<file path="src/hdl/rrct_pkg.sv">
// ----------------------------------------------------------------------------
// Round-robin completion times: shared package
// Widths, reset values and the sequencer state type of the block.
// ----------------------------------------------------------------------------
package rrct_pkg;

  localparam int DEF_MAX_PROCESSES = 16;
  localparam int BURST_BITS        = 16;
  localparam int QUANTUM_BITS      = 16;
  localparam int INDEX_BITS        = 4;
  localparam int TIME_OUT_BITS     = 20;
  localparam int TOTAL_BITS        = 24;

  localparam logic [QUANTUM_BITS-1:0] QUANTUM_RESET = QUANTUM_BITS'(4);

  typedef enum logic [2:0] {
    ST_LOAD,
    ST_SIM_RD,
    ST_SIM_EX,
    ST_OUT_RD,
    ST_OUT_CALC,
    ST_OUT_HOLD
  } state_t;

endpackage

</file>
<file path="src/hdl/rrct_ram.sv">
// ----------------------------------------------------------------------------
// Round-robin completion times: generic RAM
// One write port and one read port with registered read data.
// ----------------------------------------------------------------------------
module rrct_ram #(
  parameter int WIDTH = 16,
  parameter int DEPTH = 16,
  localparam int ADDR_BITS = (DEPTH > 1) ? $clog2(DEPTH) : 1
) (
  input  logic                 clk,
  input  logic                 we,
  input  logic [ADDR_BITS-1:0] waddr,
  input  logic [WIDTH-1:0]     wdata,
  input  logic [ADDR_BITS-1:0] raddr,
  output logic [WIDTH-1:0]     rdata
);

  logic [WIDTH-1:0] mem [DEPTH];

  always_ff @(posedge clk) begin
    if (we) begin
      mem[waddr] <= wdata;
    end
    rdata <= mem[raddr];
  end

endmodule

</file>
<file path="src/hdl/round_robin_completion_times_unit.sv">
// ----------------------------------------------------------------------------
// Round-robin completion times unit
// Loads burst times, simulates round-robin service with a programmable
// quantum and reports end, waiting and turnaround times per process.
// ----------------------------------------------------------------------------
//
//  Channel   Handshake              Word
//  -------   ---------------------  ---------------------------------------
//  input     in_valid / in_stall    burst_time, last_process
//  output    out_valid / out_stall  process_index, end_time, waiting_time,
//                                   turnaround_time, total_waiting,
//                                   total_turnaround, elapsed_total,
//                                   last_result
//  config    cfg_valid / cfg_ready  cfg_quantum
//
//  Loading accepts one word per cycle. After the last word the simulation
//  visits every stored entry once per round, each visit a RAM read
//  (ST_SIM_RD), then one subtract/compare and one clock add (ST_SIM_EX),
//  for ceil(max burst / quantum) rounds, and at least one. Each result
//  passes ST_OUT_RD, ST_OUT_CALC and ST_OUT_HOLD, held by output stalls.
//  Reset is synchronous and needs no clearing pass; in_stall stays high
//  from the last word until the final result has been taken.
//
module round_robin_completion_times_unit #(
  parameter int MAX_PROCESSES = rrct_pkg::DEF_MAX_PROCESSES
) (
  input  logic                               clk,
  input  logic                               rst,
  input  logic                               cfg_valid,
  output logic                               cfg_ready,
  input  logic [rrct_pkg::QUANTUM_BITS-1:0]  cfg_quantum,
  input  logic                               in_valid,
  output logic                               in_stall,
  input  logic [rrct_pkg::BURST_BITS-1:0]    burst_time,
  input  logic                               last_process,
  output logic                               out_valid,
  input  logic                               out_stall,
  output logic [rrct_pkg::INDEX_BITS-1:0]    process_index,
  output logic [rrct_pkg::TIME_OUT_BITS-1:0] end_time,
  output logic [rrct_pkg::TIME_OUT_BITS-1:0] waiting_time,
  output logic [rrct_pkg::TIME_OUT_BITS-1:0] turnaround_time,
  output logic [rrct_pkg::TOTAL_BITS-1:0]    total_waiting,
  output logic [rrct_pkg::TOTAL_BITS-1:0]    total_turnaround,
  output logic [rrct_pkg::TIME_OUT_BITS-1:0] elapsed_total,
  output logic                               last_result
);

  import rrct_pkg::*;

  localparam int IDX_BITS  = (MAX_PROCESSES > 1) ? $clog2(MAX_PROCESSES) : 1;
  localparam int CNT_BITS  = $clog2(MAX_PROCESSES + 1);
  // The total of all bursts never exceeds MAX_PROCESSES full bursts.
  localparam int TIME_BITS = BURST_BITS + $clog2(MAX_PROCESSES);

  state_t                  state, state_next;
  logic [QUANTUM_BITS-1:0] quantum;
  logic [CNT_BITS-1:0]     count, count_next;
  logic [IDX_BITS-1:0]     idx, idx_next;
  logic [TIME_BITS-1:0]    clock_time, clock_time_next;
  logic                    busy, busy_next;

  logic [INDEX_BITS-1:0]    process_index_next;
  logic [TIME_OUT_BITS-1:0] end_time_next, waiting_time_next, elapsed_total_next;
  logic [TOTAL_BITS-1:0]    total_waiting_next, total_turnaround_next;
  logic                     last_result_next;
  logic                     load_out, clear_totals;

  logic                  ram_we_rem, ram_we_burst, ram_we_fin;
  logic [IDX_BITS-1:0]   ram_waddr;
  logic [BURST_BITS-1:0] rem_wdata, rem_rdata, burst_rdata;
  logic [TIME_BITS-1:0]  fin_wdata, fin_rdata;

  logic                  in_accept, store_room, idx_is_last;
  logic [BURST_BITS-1:0] q_eff, slice_step, rem_left;
  logic [BURST_BITS:0]   slice_diff;
  logic                  slice_over;
  logic [TIME_BITS-1:0]  clock_after, wait_full;

  assign cfg_ready = 1'b1;
  assign in_stall  = (state != ST_LOAD);
  assign out_valid = (state == ST_OUT_HOLD);
  assign turnaround_time = end_time;

  assign in_accept   = in_valid && !in_stall;
  assign store_room  = (count < CNT_BITS'(MAX_PROCESSES));
  assign idx_is_last = ((CNT_BITS'(idx) + CNT_BITS'(1)) == count);

  // Shared slice unit: one subtract decides whether the process outlives
  // the quantum, one add advances the simulated clock.
  assign q_eff       = (quantum == '0) ? BURST_BITS'(1) : BURST_BITS'(quantum);
  assign slice_diff  = {1'b0, rem_rdata} - {1'b0, q_eff};
  assign slice_over  = !slice_diff[BURST_BITS] && (slice_diff[BURST_BITS-1:0] != '0);
  assign slice_step  = slice_over ? q_eff : rem_rdata;
  assign rem_left    = slice_over ? slice_diff[BURST_BITS-1:0] : '0;
  assign clock_after = clock_time + TIME_BITS'(slice_step);

  assign wait_full = fin_rdata - TIME_BITS'(burst_rdata);

  assign ram_waddr = (state == ST_LOAD) ? count[IDX_BITS-1:0] : idx;
  assign rem_wdata = (state == ST_LOAD) ? burst_time : rem_left;
  assign fin_wdata = (state == ST_LOAD) ? '0 : clock_after;

  rrct_ram #(.WIDTH(BURST_BITS), .DEPTH(MAX_PROCESSES)) u_rem_ram (
    .clk   (clk),
    .we    (ram_we_rem),
    .waddr (ram_waddr),
    .wdata (rem_wdata),
    .raddr (idx),
    .rdata (rem_rdata)
  );

  rrct_ram #(.WIDTH(BURST_BITS), .DEPTH(MAX_PROCESSES)) u_burst_ram (
    .clk   (clk),
    .we    (ram_we_burst),
    .waddr (ram_waddr),
    .wdata (burst_time),
    .raddr (idx),
    .rdata (burst_rdata)
  );

  rrct_ram #(.WIDTH(TIME_BITS), .DEPTH(MAX_PROCESSES)) u_fin_ram (
    .clk   (clk),
    .we    (ram_we_fin),
    .waddr (ram_waddr),
    .wdata (fin_wdata),
    .raddr (idx),
    .rdata (fin_rdata)
  );

  always_ff @(posedge clk) begin
    if (rst) begin
      state      <= ST_LOAD;
      quantum    <= QUANTUM_RESET;
      count      <= '0;
      idx        <= '0;
      clock_time <= '0;
      busy       <= 1'b0;
    end else begin
      state      <= state_next;
      count      <= count_next;
      idx        <= idx_next;
      clock_time <= clock_time_next;
      busy       <= busy_next;
      if (cfg_valid && cfg_ready) begin
        quantum <= cfg_quantum;
      end
    end
  end

  // Output word; the total registers double as running accumulators.
  always_ff @(posedge clk) begin
    if (clear_totals) begin
      total_waiting    <= '0;
      total_turnaround <= '0;
    end else if (load_out) begin
      total_waiting    <= total_waiting_next;
      total_turnaround <= total_turnaround_next;
    end
    if (load_out) begin
      process_index <= process_index_next;
      end_time      <= end_time_next;
      waiting_time  <= waiting_time_next;
      elapsed_total <= elapsed_total_next;
      last_result   <= last_result_next;
    end
  end

  always_comb begin
    state_next            = state;
    count_next            = count;
    idx_next              = idx;
    clock_time_next       = clock_time;
    busy_next             = busy;
    ram_we_rem            = 1'b0;
    ram_we_burst          = 1'b0;
    ram_we_fin            = 1'b0;
    load_out              = 1'b0;
    clear_totals          = 1'b0;
    process_index_next    = INDEX_BITS'(idx);
    end_time_next         = TIME_OUT_BITS'(fin_rdata);
    waiting_time_next     = TIME_OUT_BITS'(wait_full);
    total_waiting_next    = total_waiting + TOTAL_BITS'(wait_full);
    total_turnaround_next = total_turnaround + TOTAL_BITS'(fin_rdata);
    elapsed_total_next    = TIME_OUT_BITS'(clock_time);
    last_result_next      = idx_is_last;

    unique case (state)
      ST_LOAD: begin
        if (in_accept) begin
          if (store_room) begin
            // A zero entry in the finish store covers zero bursts.
            ram_we_rem   = 1'b1;
            ram_we_burst = 1'b1;
            ram_we_fin   = 1'b1;
            count_next   = count + CNT_BITS'(1);
          end
          if (last_process) begin
            idx_next        = '0;
            busy_next       = 1'b0;
            clock_time_next = '0;
            state_next      = ST_SIM_RD;
          end
        end
      end
      ST_SIM_RD: begin
        state_next = ST_SIM_EX;
      end
      ST_SIM_EX: begin
        if (rem_rdata != '0) begin
          ram_we_rem      = 1'b1;
          ram_we_fin      = !slice_over;
          clock_time_next = clock_after;
        end
        if (idx_is_last) begin
          idx_next = '0;
          if (busy || slice_over) begin
            busy_next  = 1'b0;
            state_next = ST_SIM_RD;
          end else begin
            clear_totals = 1'b1;
            state_next   = ST_OUT_RD;
          end
        end else begin
          idx_next   = idx + IDX_BITS'(1);
          busy_next  = busy || slice_over;
          state_next = ST_SIM_RD;
        end
      end
      ST_OUT_RD: begin
        state_next = ST_OUT_CALC;
      end
      ST_OUT_CALC: begin
        load_out   = 1'b1;
        state_next = ST_OUT_HOLD;
      end
      ST_OUT_HOLD: begin
        if (!out_stall) begin
          if (last_result) begin
            count_next      = '0;
            clock_time_next = '0;
            idx_next        = '0;
            state_next      = ST_LOAD;
          end else begin
            idx_next   = idx + IDX_BITS'(1);
            state_next = ST_OUT_RD;
          end
        end
      end
      default: begin
        state_next = ST_LOAD;
      end
    endcase
  end

  // The block never takes a word while a result is on offer.
  a_no_load_during_output: assert property (@(posedge clk) disable iff (rst)
    !in_stall |-> !out_valid)
    else $error("input accepted while a result is pending");

  a_count_bounded: assert property (@(posedge clk) disable iff (rst)
    count <= CNT_BITS'(MAX_PROCESSES))
    else $error("process count beyond the store depth");

  a_last_starts_sim: assert property (@(posedge clk) disable iff (rst)
    in_valid && !in_stall && last_process |=> in_stall && !out_valid)
    else $error("final word did not start the simulation");

  a_batch_end_clears: assert property (@(posedge clk) disable iff (rst)
    out_valid && !out_stall && last_result |=> count == '0 && clock_time == '0)
    else $error("batch state not cleared after the final result");

  a_visit_in_range: assert property (@(posedge clk) disable iff (rst)
    (state == ST_SIM_EX || state == ST_OUT_HOLD) |-> (CNT_BITS'(idx) < count))
    else $error("entry index beyond the loaded processes");

endmodule
</file>
<file path="config.mk">
export PLATFORM = sky130hd
export DESIGN_NAME = round_robin_completion_times_unit
export DESIGN_NICKNAME = d
export VERILOG_FILES = /design/src/hdl/rrct_pkg.sv /design/src/hdl/rrct_ram.sv /design/src/hdl/round_robin_completion_times_unit.sv
export SDC_FILE = /design/constraint.sdc
export NUM_CORES = 1
export LEC_CHECK = 0
export ABC_AREA = 0
export CAP_MARGIN = 20
export CORE_MARGIN = 2
export CORE_UTILIZATION = 57
export CTS_CLUSTER_DIAMETER = 40
export DETAILED_ROUTE_END_ITERATION = 8
export DONT_BUFFER_PORTS = 1
export MAX_ROUTING_LAYER = met4
export PLACE_DENSITY_LB_ADDON = 0.08
export SETUP_SLACK_MARGIN = 0.02
export SLEW_MARGIN = 20
export SYNTH_ARGS = -nofsm -noshare
export SYNTH_HDL_FRONTEND = slang
export SYNTH_SLANG_ARGS = --single-unit
export TNS_END_PERCENT = 100
</file>
<file path="constraint.sdc">
create_clock -name clk -period 6.7 [get_ports clk]
set_input_delay 1.34 -clock clk [delete_from_list [all_inputs] [get_ports clk]]
set_output_delay 1.34 -clock clk [all_outputs]
set_load 0.005 [all_outputs]
</file>
==> results.ini, run 1 <==
[timing]
finalClockSkew_ps=28.7
final-hold-violation-count=0
setup_repair_after_global_routing_missed_its_margin=false
final.period_utilization=0.952
timing.hold.ws_ps=469
finalSetupViolations=0
report.final.slew_viol_count=0
slew_headroom=0.246
tightestPinTransition_ps=1120
post-route-min-period_ps=6380
achievable-frequency_mhz=157

[global_routing]
global_route.usage.total=0.276
first_global_vias=23700
grt_max_degree=95
grt_pass1_wl_um=153000
grt.overflow.total=0
grt_antenna_before_repair=1

[drt]
via_count=23500
detail_route.wirelength_um=103000
drt_first_iter_violations=2397
avgRoutedWirePerCell_um=27.8
viasPerCell=6.31
drcViolationCount=0
drtPass1Iterations=5
drt.antenna.violating_nets=0

[critical_path]
crit_fanout=16
criticalPathCategory=reg -> reg
critical_path.endpoint=u_fin_ram.mem[15][19]$_DFFE_PP_
crit_start=quantum[4]$_SDFFE_PP0P_
ff2ff_path_depth=25
setup.worst_path.start_class=register
cp.required_ps=7100
worst-endpoint-arrival_ps=6770
r2r_slack_ps=320
end_kind=register
critical_path.reg2reg.startpoint=quantum[4]$_SDFFE_PP0P_
r2r-end=u_fin_ram.mem[15][19]$_DFFE_PP_

[floorplan]
placeableCoreArea_sq_mm=0.0757
dieWidth_um=280
die_height_um=280
floorplan.io_pins=174
initial_utilization=0.573
std_cell_rows=101
area_of_the_die_sq_mm=0.0784

[synth]
yosysTopAreaCellShare=0.621
syn-num-nets=2670
synth-edff-count=897
synth.largest_area_cell=edfxtp_1
synthArstFlopShare=0
count_of_state_elements_after_synthesis=1046
share_of_synthesized_area_occupied_by_flip_flops_and_latches=0.689
syn_avg_cell_area_sq_um=17.1
yosysUniqueCellTypes=80
largest_cells_by_area_after_synthesis=edfxtp_1, mux4_2, dfxtp_1
synth.top_cells.by_count=edfxtp_1, mux4_2, nor2_1
post-synth-top-count-cell=edfxtp_1
synth_flop_cell=edfxtp_1
yosys_warnings=0
synthCells=2534
post_synth_instance_area_sq_mm=0.0434

[layout]
number_of_nets_at_the_end_of_the_flow=2768
post_layout_nonfiller_instances=3724
final_layout_size_suffix_gt1_frac=0.240
syn_to_final_growth_pct=14.4
area_of_all_placed_cells_without_fillers_sq_mm=0.0496

[clock_network]
tritoncts=done
numClockSinks=1046
insertion_delay_ps=720
cts-root-to-sink-buffers=3
tritoncts_buffer_count=135
cts.clk_slew.worst_paths_ps=60
ctsHoldBuffers=0
cts_root_buffer=clkbuf_16
cts_htree_levels=4

[pwr]
p_leak_nw=16.5
pwr_density_cell_mw_per_mm2=350
irDropWorstVdd_mv=0.216
p_total_w=0.0174

[placed_design]
placed_cells=3472
gpl.final_weighted_congestion=0.861
io_buffer_count=0
dp_hpwl_um=62400
placed_area_sq_mm=0.0449

[status]
status=completed

[min_path]
worst_hold_path_type=reg -> reg

[run]
drv.max_cap_violation_count=0

==> per-layer routing <==
metal | up-vias | global-route usage | share of wire
met3 | 186 | 0.0520 | 0.069
met2 | 899 | 0.435 | 0.49
met5 | - | - | 0
met1 | 12100 | 0.363 | 0.41
met4 | 0 | 0.102 | 0.032
li1 | 10300 | - | -
==> state kept, by name, summed over array words and instances, names as in the netlist, 20 cells and up <==
register	flops
clock_time	20
elapsed_total	20
end_time	20
total_turnaround	24
total_waiting	24
u_burst_ram.mem	256
u_fin_ram.mem	320
u_fin_ram.rdata	20
u_rem_ram.mem	256
waiting_time	20
==> metrics by stage <==
stage | utilization | worst slack, ps | TNS [ps]
detailed placement | 0.594 | -198 | -5020
global placement | 0.593 | 36.2 | 0
CTS | 0.655 | 56.4 | 0
finish | 0.656 | 324 | 0
global route | 0.656 | 25.9 | 0
floorplan | - | 352 | 0
==> worst min path at each step <==
stage | startpoint | slack (ps) | to | depth (start not counted)
global placement | busy$_SDFFE_PP0P_ | 450 | busy$_SDFFE_PP0P_ | 2
global route | busy$_SDFFE_PP0P_ | 480 | busy$_SDFFE_PP0P_ | 2
detailed placement | busy$_SDFFE_PP0P_ | 460 | busy$_SDFFE_PP0P_ | 2
CTS | busy$_SDFFE_PP0P_ | 470 | busy$_SDFFE_PP0P_ | 2
finish | busy$_SDFFE_PP0P_ | 470 | busy$_SDFFE_PP0P_ | 2
floorplan | clock_time[16]$_SDFFE_PP0P_ | 410 | elapsed_total[16]$_DFFE_PP_ | 0
==> kinds of logic (layout without fill, tap and decap cells) <==
family                   Yosys count  count (layout)  synth area share
flip-flops                      1046            1046             0.689
AND/OR/NAND/NOR                  479             479            0.0515
AO/OA/AOI/OAI                    347             347            0.0521
multiplexers                     295             295             0.144
buffers and inverters            196             407            0.0193
adder cells (fa/ha/maj)           98              98            0.0291
XOR/XNOR                          72              72            0.0145
other                              1               2         0.0000864
==> placed cells by master (no fill, tap or decap), types with 22 or more instances in the layout <==
cell type,n
edfxtp_1,897
mux4_2,260
dfxtp_1,145
nor2_1,141
clkbuf_16,139
nand2_1,114
a21oi_1,110
ha_1,93
buf_4,83
o21ai_0,71
inv_1,70
xnor2_1,44
nand3_1,33
xor2_1,27
nor2_4,27
nor3_1,25
a21o_1,22
==> what timing repair did <==
action	CTS	global route
cloned	0	0
pin swaps	0	1
resized for setup	8	16
endpoints found under the setup margin	112	160
setup buffers	0	1
==> report_power, final <==
part           switching (W)  leakage, nW  internal (W)
clock                0.00277         2.22       0.00445
combinational        0.00146         4.91      0.000989
sequential          0.000248         9.40       0.00743
total                0.00448         16.5        0.0129
==> critical path, cell delays in order, from the launching register on <==
cell and delay [ps]:
dfxtp_1 320, nor4_1 330, a41o_1 270, ha_1 220
fa_1 230, nand3b_1 190, a21oi_2 110, or3_1 370
a221oi_2 280, o221ai_2 150, a2111oi_4 340, o2111ai_2 180
and2_1 240, buf_4 230, mux2_4 320, ha_1 350
a21o_1 180, a21oi_1 220, o2bb2ai_1 160, a31oi_2 80
a41oi_1 320, a21oi_1 160, buf_4 170, a41o_1 250
xnor2_1 250, nor2_4 120
==> area by class of cell <==
cell class,instances,area (sq um)
Clock inverter,87,963
Sequential cell,1046,29900
Multi-Input combinational cell,1292,13000
Timing Repair Buffer,85,663
Clock buffer,163,3630
Inverter,72,273
Fill cell,5126,26000
Tap cell,978,1220
Antenna cell,1,2.50
Power figures use the tool's default switching activity.
==> inputs of run 2 (changes only) <==
--- a/config.mk
+++ b/config.mk
@@ -8,7 +8,7 @@
 export ABC_AREA = 0
 export CAP_MARGIN = 20
 export CORE_MARGIN = 2
-export CORE_UTILIZATION = 57
+export CORE_UTILIZATION = 45
 export CTS_CLUSTER_DIAMETER = 40
 export DETAILED_ROUTE_END_ITERATION = 8
 export DONT_BUFFER_PORTS = 1
==> run 2 against run 1 <==
Sequential share of layout area fell by 0.84 points. Largest power group unchanged. Critical endpoint is now u_fin_ram.mem[14][18]$_DFFE_PP_. Sequential power barely moved. Count of clock-buffer cells in the layout rose by 13. Setup slack improved by 24 ps. Wire length rose by 8.5%. Maximum frequency rose by 0.39%. Non-clock buffer count rose by 26. Critical path depth did not move. Clock power rose by 2%.
==> results.ini, run 2 (synthesis gave the netlist of run 1 again) <==
[status]
status=completed

[critical_path]
critical_path.reg2reg.startpoint=quantum[2]$_SDFFE_PP1P_
setup.worst_path.start_class=register
worst-endpoint-arrival_ps=6770  ; about the same
longest_individual_stage_delay_on_the_worst_path_ps=430  ; +60 ps
end_kind=register
slowest_stage=fa_1
criticalPathCategory=reg -> reg
cp.required_ps=7120  ; +20 ps
crit_fanout=8  ; -8
crit_start=quantum[2]$_SDFFE_PP1P_

[floorplan]
initial_utilization=0.456  ; -0.118
dieWidth_um=315  ; +12%
area_of_the_die_sq_mm=0.0990  ; +26%
placeableCoreArea_sq_mm=0.0953  ; +26%
die_height_um=315  ; +12%
std_cell_rows=113  ; +12%
floorplan.io_pins=174  ; unchanged

[clock_network]
ctsHoldBuffers=0  ; unchanged
insertion_delay_ps=730  ; about the same
tritoncts_buffer_count=144  ; +6.7%
tritoncts=done
cts.clk_slew.worst_paths_ps=60  ; about the same
cts-root-to-sink-buffers=3  ; unchanged
cts_htree_levels=4  ; unchanged
cts_root_buffer=clkbuf_16
numClockSinks=1046  ; unchanged

[drt]
avgRoutedWirePerCell_um=27.7  ; -0.26%
detail_route.wirelength_um=112000  ; +8.5%
drcViolationCount=0  ; unchanged
drt.antenna.violating_nets=0  ; unchanged
drtPass1Iterations=7  ; +2
drt_first_iter_violations=2349  ; -2.0%
viasPerCell=5.82  ; -7.7%
via_count=23600  ; +0.44%

[global_routing]
grt_use_met1=0.308  ; -0.0557
global_route.usage.total=0.237  ; -0.0392
grt_max_degree=91  ; -4.2%
grt_pass1_wl_um=164000  ; +7.3%
groute.layer.met3.usage=0.0464  ; -0.00558
grt.overflow.total=0  ; unchanged
grt.busiest_layer=met2
first_global_vias=24000  ; +1.5%
grtUsageMet2=0.376  ; -0.0591
grt_antenna_before_repair=6  ; +5

[timing]
final-hold-violation-count=0  ; unchanged
finalSetupViolations=0  ; unchanged
setup_repair_after_global_routing_missed_its_margin=true
timing.hold.ws_ps=472  ; +3.54 ps
tightestPinTransition_ps=1100  ; -16.8 ps
final.period_utilization=0.948  ; -0.00365
finalClockSkew_ps=32.0  ; +3.21 ps
slew_headroom=0.267  ; +0.0210
achievable-frequency_mhz=157  ; +0.39%
report.final.slew_viol_count=0  ; unchanged
post-route-min-period_ps=6350  ; -24.5 ps

[layout]
syn_to_final_growth_pct=16.0
largest_register=u_fin_ram.mem
final_cell_mix=edfxtp_1, mux4_2, clkbuf_16, dfxtp_1, nor2_1
final_layout_size_suffix_gt1_frac=0.257  ; +0.0170
largest_registers_in_the_final_layout=u_fin_ram.mem x320, u_burst_ram.mem x256, u_rem_ram.mem x256
number_of_nets_at_the_end_of_the_flow=2804  ; +1.3%
layout.cells.most_common=edfxtp_1
fill_cells=7706  ; +50%
largest_register_ff_count=320  ; unchanged

[placed_design]
io_buffer_count=0  ; unchanged
gpl.final_weighted_congestion=0.865  ; +0.57%
dp_hpwl_um=68600  ; +9.9%

[min_path]
worst_hold_startpoint=busy$_SDFFE_PP0P_
worst_hold_path_type=reg -> reg

[pwr]
p_total_w=0.0176  ; +1.2%
p_leak_nw=16.7  ; +1.4%
pwr_density_cell_mw_per_mm2=349  ; -0.22%
irDropWorstVdd_mv=0.201  ; -6.8%

[run]
drv.max_cap_violation_count=0  ; unchanged

## run 2: cell types whose count changed in the layout (fill, tap and decap cells not counted), moves of 8 or more
cell / change
buf_4: +26
clkinv_2: +8
nor2_4: -17
clkbuf_16: +8
nor2_1: -13
nor2_2: +31
## run 2: repair_timing
action / 4_1_cts / 5_1_grt
resized for setup: 8 / 29
setup endpoints to repair: 112 / 179
setup buffers: 0 / 4
pin swaps: 0 / 6
cloned: 0 / 1
endpoints found under the hold margin: 0 / 0
## run 2: worst max-delay path: cells and delay by family (launching register included)
kind	cells	cell delay [ps]
muxes	1	220
adders and majority gates	4	1230
xor gates and xnor gates	1	290
and+or+nand+nor	6	1110
AOI/OAI and AO/OA	12	2720
DFF	1	390
buffers and inverters	1	60
## run 2: area by class of cell
type                    instances  area [sq um]  share of cell area
clock buffers                 176          3830              0.0760
flip-flops and latches       1046         29900               0.594
diodes                          2          5.00           0.0000994
multi-input cells            1293         13000               0.258
inverters                      72           273             0.00542
clock inverters                87           863              0.0171
well taps                    1265          1580              0.0314
repair buffers                111           858              0.0170
## run 2: stage by stage
step	TNS, ps	worst slack, ps	instance area (sq um)	instances	utilization
after global routing	-96.4	-6.94	50400	4051	0.528
after CTS	0	28.8	50100	4045	0.526
after global placement	-64.0	-4.13	45400	3782	0.477
final	0	349	50400	4052	0.528
after floorplan	0	352	43400	2534	-
after detailed placement	-12140	-270	45400	3782	0.477
## run 2: layer usage
layer	vias up	routed length (um)
met2	745	55000
met3	196	6800
met5	-	0
met4	0	3400
met1	12300	47000
li1	10400	-
## run 2: path summary, 6_finish.rpt
path | end | slack, ps | cells after the start
worst max-delay path | u_fin_ram.mem[14][18]$_DFFE_PP_ | 350 | 25
worst min-delay path | busy$_SDFFE_PP0P_ | 470 | 2
worst max register to register | u_fin_ram.mem[14][18]$_DFFE_PP_ | 350 | 25
worst min register to register | busy$_SDFFE_PP0P_ | 470 | 2
## run 2: report_power, final
group / total (W) / switching (W) / internal [W] / leakage (nW)
Sequential: 0.00771 / 0.000275 / 0.00743 / 9.40
Combinational: 0.00247 / 0.00147 / 0.00100 / 5.06
Clock: 0.00738 / 0.00282 / 0.00456 / 2.29
==> inputs of run 3 (changes only) <==
--- a/config.mk
+++ b/config.mk
@@ -7,6 +7,8 @@
 export LEC_CHECK = 0
 export ABC_AREA = 0
 export CAP_MARGIN = 20
+export CELL_PAD_IN_SITES_DETAIL_PLACEMENT = 0
+export CELL_PAD_IN_SITES_GLOBAL_PLACEMENT = 1
 export CORE_MARGIN = 2
 export CORE_UTILIZATION = 45
 export CTS_CLUSTER_DIAMETER = 40
@@ -19,4 +21,4 @@
 export SYNTH_ARGS = -nofsm -noshare
 export SYNTH_HDL_FRONTEND = slang
 export SYNTH_SLANG_ARGS = --single-unit
-export TNS_END_PERCENT = 100
+export TNS_END_PERCENT = 10
==> run 3 against run 2 <==
Critical path depth up 1. Register-to-register slack worse by 50 ps. Clock power up 2%. First-iteration DRC count down 21%. Clock skew up 4.8 ps.
==> results.ini, run 3 (synthesis gave the netlist of run 1 again) <==
[status]
status=completed

[critical_path]
crit_fanout=8  ; unchanged
slowest_stage=fa_1
end_kind=register
critical_path.reg2reg.startpoint=quantum[13]$_SDFFE_PP0P_
longest_individual_stage_delay_on_the_worst_path_ps=440  ; about the same
r2r_slack_ps=300  ; -50 ps
r2r-end=u_fin_ram.mem[1][18]$_DFFE_PP_
cp.required_ps=7260  ; +140 ps
worst-endpoint-arrival_ps=6960  ; +190 ps
setup.worst_path.start_class=register
ff2ff_path_depth=26  ; +4.0%
criticalPathCategory=reg -> reg

[layout]
largest_register=u_fin_ram.mem
layout.cells.most_common=edfxtp_1
number_of_nets_at_the_end_of_the_flow=2793  ; -0.39%
antenna_cells=0  ; -2
final_cell_mix=edfxtp_1, mux4_2, clkbuf_16, dfxtp_1, nor2_1
post_layout_nonfiller_instances=4045  ; -0.17%
syn_to_final_growth_pct=15.8
largest_register_ff_count=320  ; unchanged
area_of_all_placed_cells_without_fillers_sq_mm=0.0503  ; -0.14%
largest_registers_in_the_final_layout=u_fin_ram.mem x320, u_burst_ram.mem x256, u_rem_ram.mem x256
final_layout_size_suffix_gt1_frac=0.250  ; -0.00745

[drt]
drcViolationCount=0  ; unchanged
detail_route.wirelength_um=110000  ; -1.8%
drt_first_iter_violations=1860  ; -21%
viasPerCell=5.79  ; -0.54%
drt.antenna.violating_nets=0  ; unchanged
drtPass1Iterations=5  ; -2
via_count=23400  ; -0.71%
avgRoutedWirePerCell_um=27.2  ; -1.7%

[timing]
post-route-worst-setup-slack_ps=296  ; -53.1 ps
final.period_utilization=0.956  ; +0.00793
tightestPinTransition_ps=1050  ; -54.6 ps
post-route-min-period_ps=6400  ; +53.1 ps
finalClockSkew_ps=36.8  ; +4.81 ps
report.final.slew_viol_count=0  ; unchanged
finalSetupViolations=0  ; unchanged
timing.hold.ws_ps=464  ; -8.63 ps
setup_repair_after_global_routing_missed_its_margin=true
achievable-frequency_mhz=156  ; -0.83%
slew_headroom=0.298  ; +0.0317
final-hold-violation-count=0  ; unchanged

[floorplan]
dieWidth_um=315  ; unchanged
initial_utilization=0.456  ; unchanged
floorplan.io_pins=174  ; unchanged
placeableCoreArea_sq_mm=0.0953  ; unchanged
die_height_um=315  ; unchanged
std_cell_rows=113  ; unchanged
area_of_the_die_sq_mm=0.0990  ; unchanged

[global_routing]
first_global_vias=23900  ; -0.48%
grt.overflow.total=0  ; unchanged
grt_pass1_wl_um=161000  ; -1.3%
grt_max_degree=157  ; +73%
global_route.usage.total=0.233  ; -0.00440
grt_antenna_before_repair=2  ; -4

[clock_network]
insertion_delay_ps=750  ; +20 ps
ctsHoldBuffers=0  ; unchanged
cts-root-to-sink-buffers=3  ; unchanged
numClockSinks=1046  ; unchanged
cts_root_buffer=clkbuf_16
tritoncts_buffer_count=145  ; +0.69%
cts.clk_slew.worst_paths_ps=60  ; about the same
cts_htree_levels=4  ; unchanged
tritoncts=done

[min_path]
hold_end=busy$_SDFFE_PP0P_
min_path_cells=2  ; unchanged
worst_hold_startpoint=busy$_SDFFE_PP0P_
worst_hold_path_type=reg -> reg

[run]
drv.max_cap_violation_count=0  ; unchanged

[pwr]
p_switching_w=0.00466  ; +1.9%
p_leak_nw=16.7  ; -0.26%
p_total_w=0.0177  ; +0.52%
sw_frac_of_total=0.264  ; +0.00370
power.internal_w=0.0130  ; about the same
sequentialPowerShare=0.436  ; -0.003
power_frac_comb=0.138  ; -0.003
pwr_density_cell_mw_per_mm2=351  ; +0.66%
share_clk_of_total_power=0.426  ; +0.006
irDropWorstVdd_mv=0.199  ; -1.2%

[placed_design]
io_buffer_count=0  ; unchanged
pre_cts_ws_ps=-253  ; +16.3 ps
placed_area_sq_mm=0.0453  ; -0.27%
placed_cells=3773  ; -0.24%
dp_hpwl_um=66200  ; -3.6%
gpl.final_weighted_congestion=0.831  ; -3.9%

==> run 3: what timing repair did <==
action / 4_1_cts / 5_1_grt
setup buffers: 0 / 1
cloned: 0 / 1
setup endpoints to repair: 112 / 196
pin swaps: 0 / 2
gates resized for setup: 10 / 16
==> run 3: power by group through the flow <==
stage | combinational, W | clock [W] | sequential, W
floorplan | 0.00181 | 0 | 0.00770
global placement | 0.00237 | 0 | 0.00784
detailed placement | 0.00241 | 0 | 0.00785
CTS | 0.00243 | 0.00769 | 0.00772
global route | 0.00272 | 0.00796 | 0.00773
finish | 0.00243 | 0.00753 | 0.00770
==> run 3: worst max-delay path by stage <==
stage                                     end  depth (start not counted)                      from
2_1_floorplan  u_fin_ram.mem[0][18]$_DFFE_PP_                         27  quantum[13]$_SDFFE_PP0P_
3_3_place_gp   u_fin_ram.mem[8][18]$_DFFE_PP_                         25   quantum[4]$_SDFFE_PP0P_
3_5_place_dp   u_fin_ram.mem[3][19]$_DFFE_PP_                         24   quantum[4]$_SDFFE_PP0P_
4_1_cts        u_fin_ram.mem[7][13]$_DFFE_PP_                         24   quantum[4]$_SDFFE_PP0P_
5_1_grt        u_fin_ram.mem[0][18]$_DFFE_PP_                         26   quantum[2]$_SDFFE_PP1P_
6_report       u_fin_ram.mem[1][18]$_DFFE_PP_                         26  quantum[13]$_SDFFE_PP0P_
==> run 3: layout make-up <==
class | count | area, sq um
Clock inverter | 94 | 975
Clock buffer | 176 | 3870
Tap cell | 1265 | 1580
Timing Repair Buffer | 99 | 759
Sequential cell | 1046 | 29900
Multi-Input combinational cell | 1293 | 12900
Fill cell | 7719 | 45000
Inverter | 72 | 273
==> run 3: metal layers <==
metal / wire (um) / part of all wire / GRT usage / vias up
li1: - / - / - / 10400
met1: 46100 / 0.42 / 0.297 / 12300
met2: 56200 / 0.51 / 0.383 / 591
met3: 5490 / 0.050 / 0.0400 / 168
met4: 2370 / 0.022 / 0.0700 / 0
met5: 0 / 0 / - / -
==> run 3: critical path, delay by kind of cell, from the launching register on <==
family          cells  cell delay [ps]
buf+inv             2              230
compound gates     12             2840
flops               1              330
fa+ha+maj           4             1260
xor+xnor            1              220
simple gates        6             1130
mux                 1              210
==> run 3: metrics by stage <==
stage          setup TNS (ps)  utilization
2_1_floorplan               0            -
3_3_place_gp            -1310        0.475
3_5_place_dp           -15560        0.475
4_1_cts                     0        0.527
5_1_grt                 -2080        0.528
6_report                    0        0.528
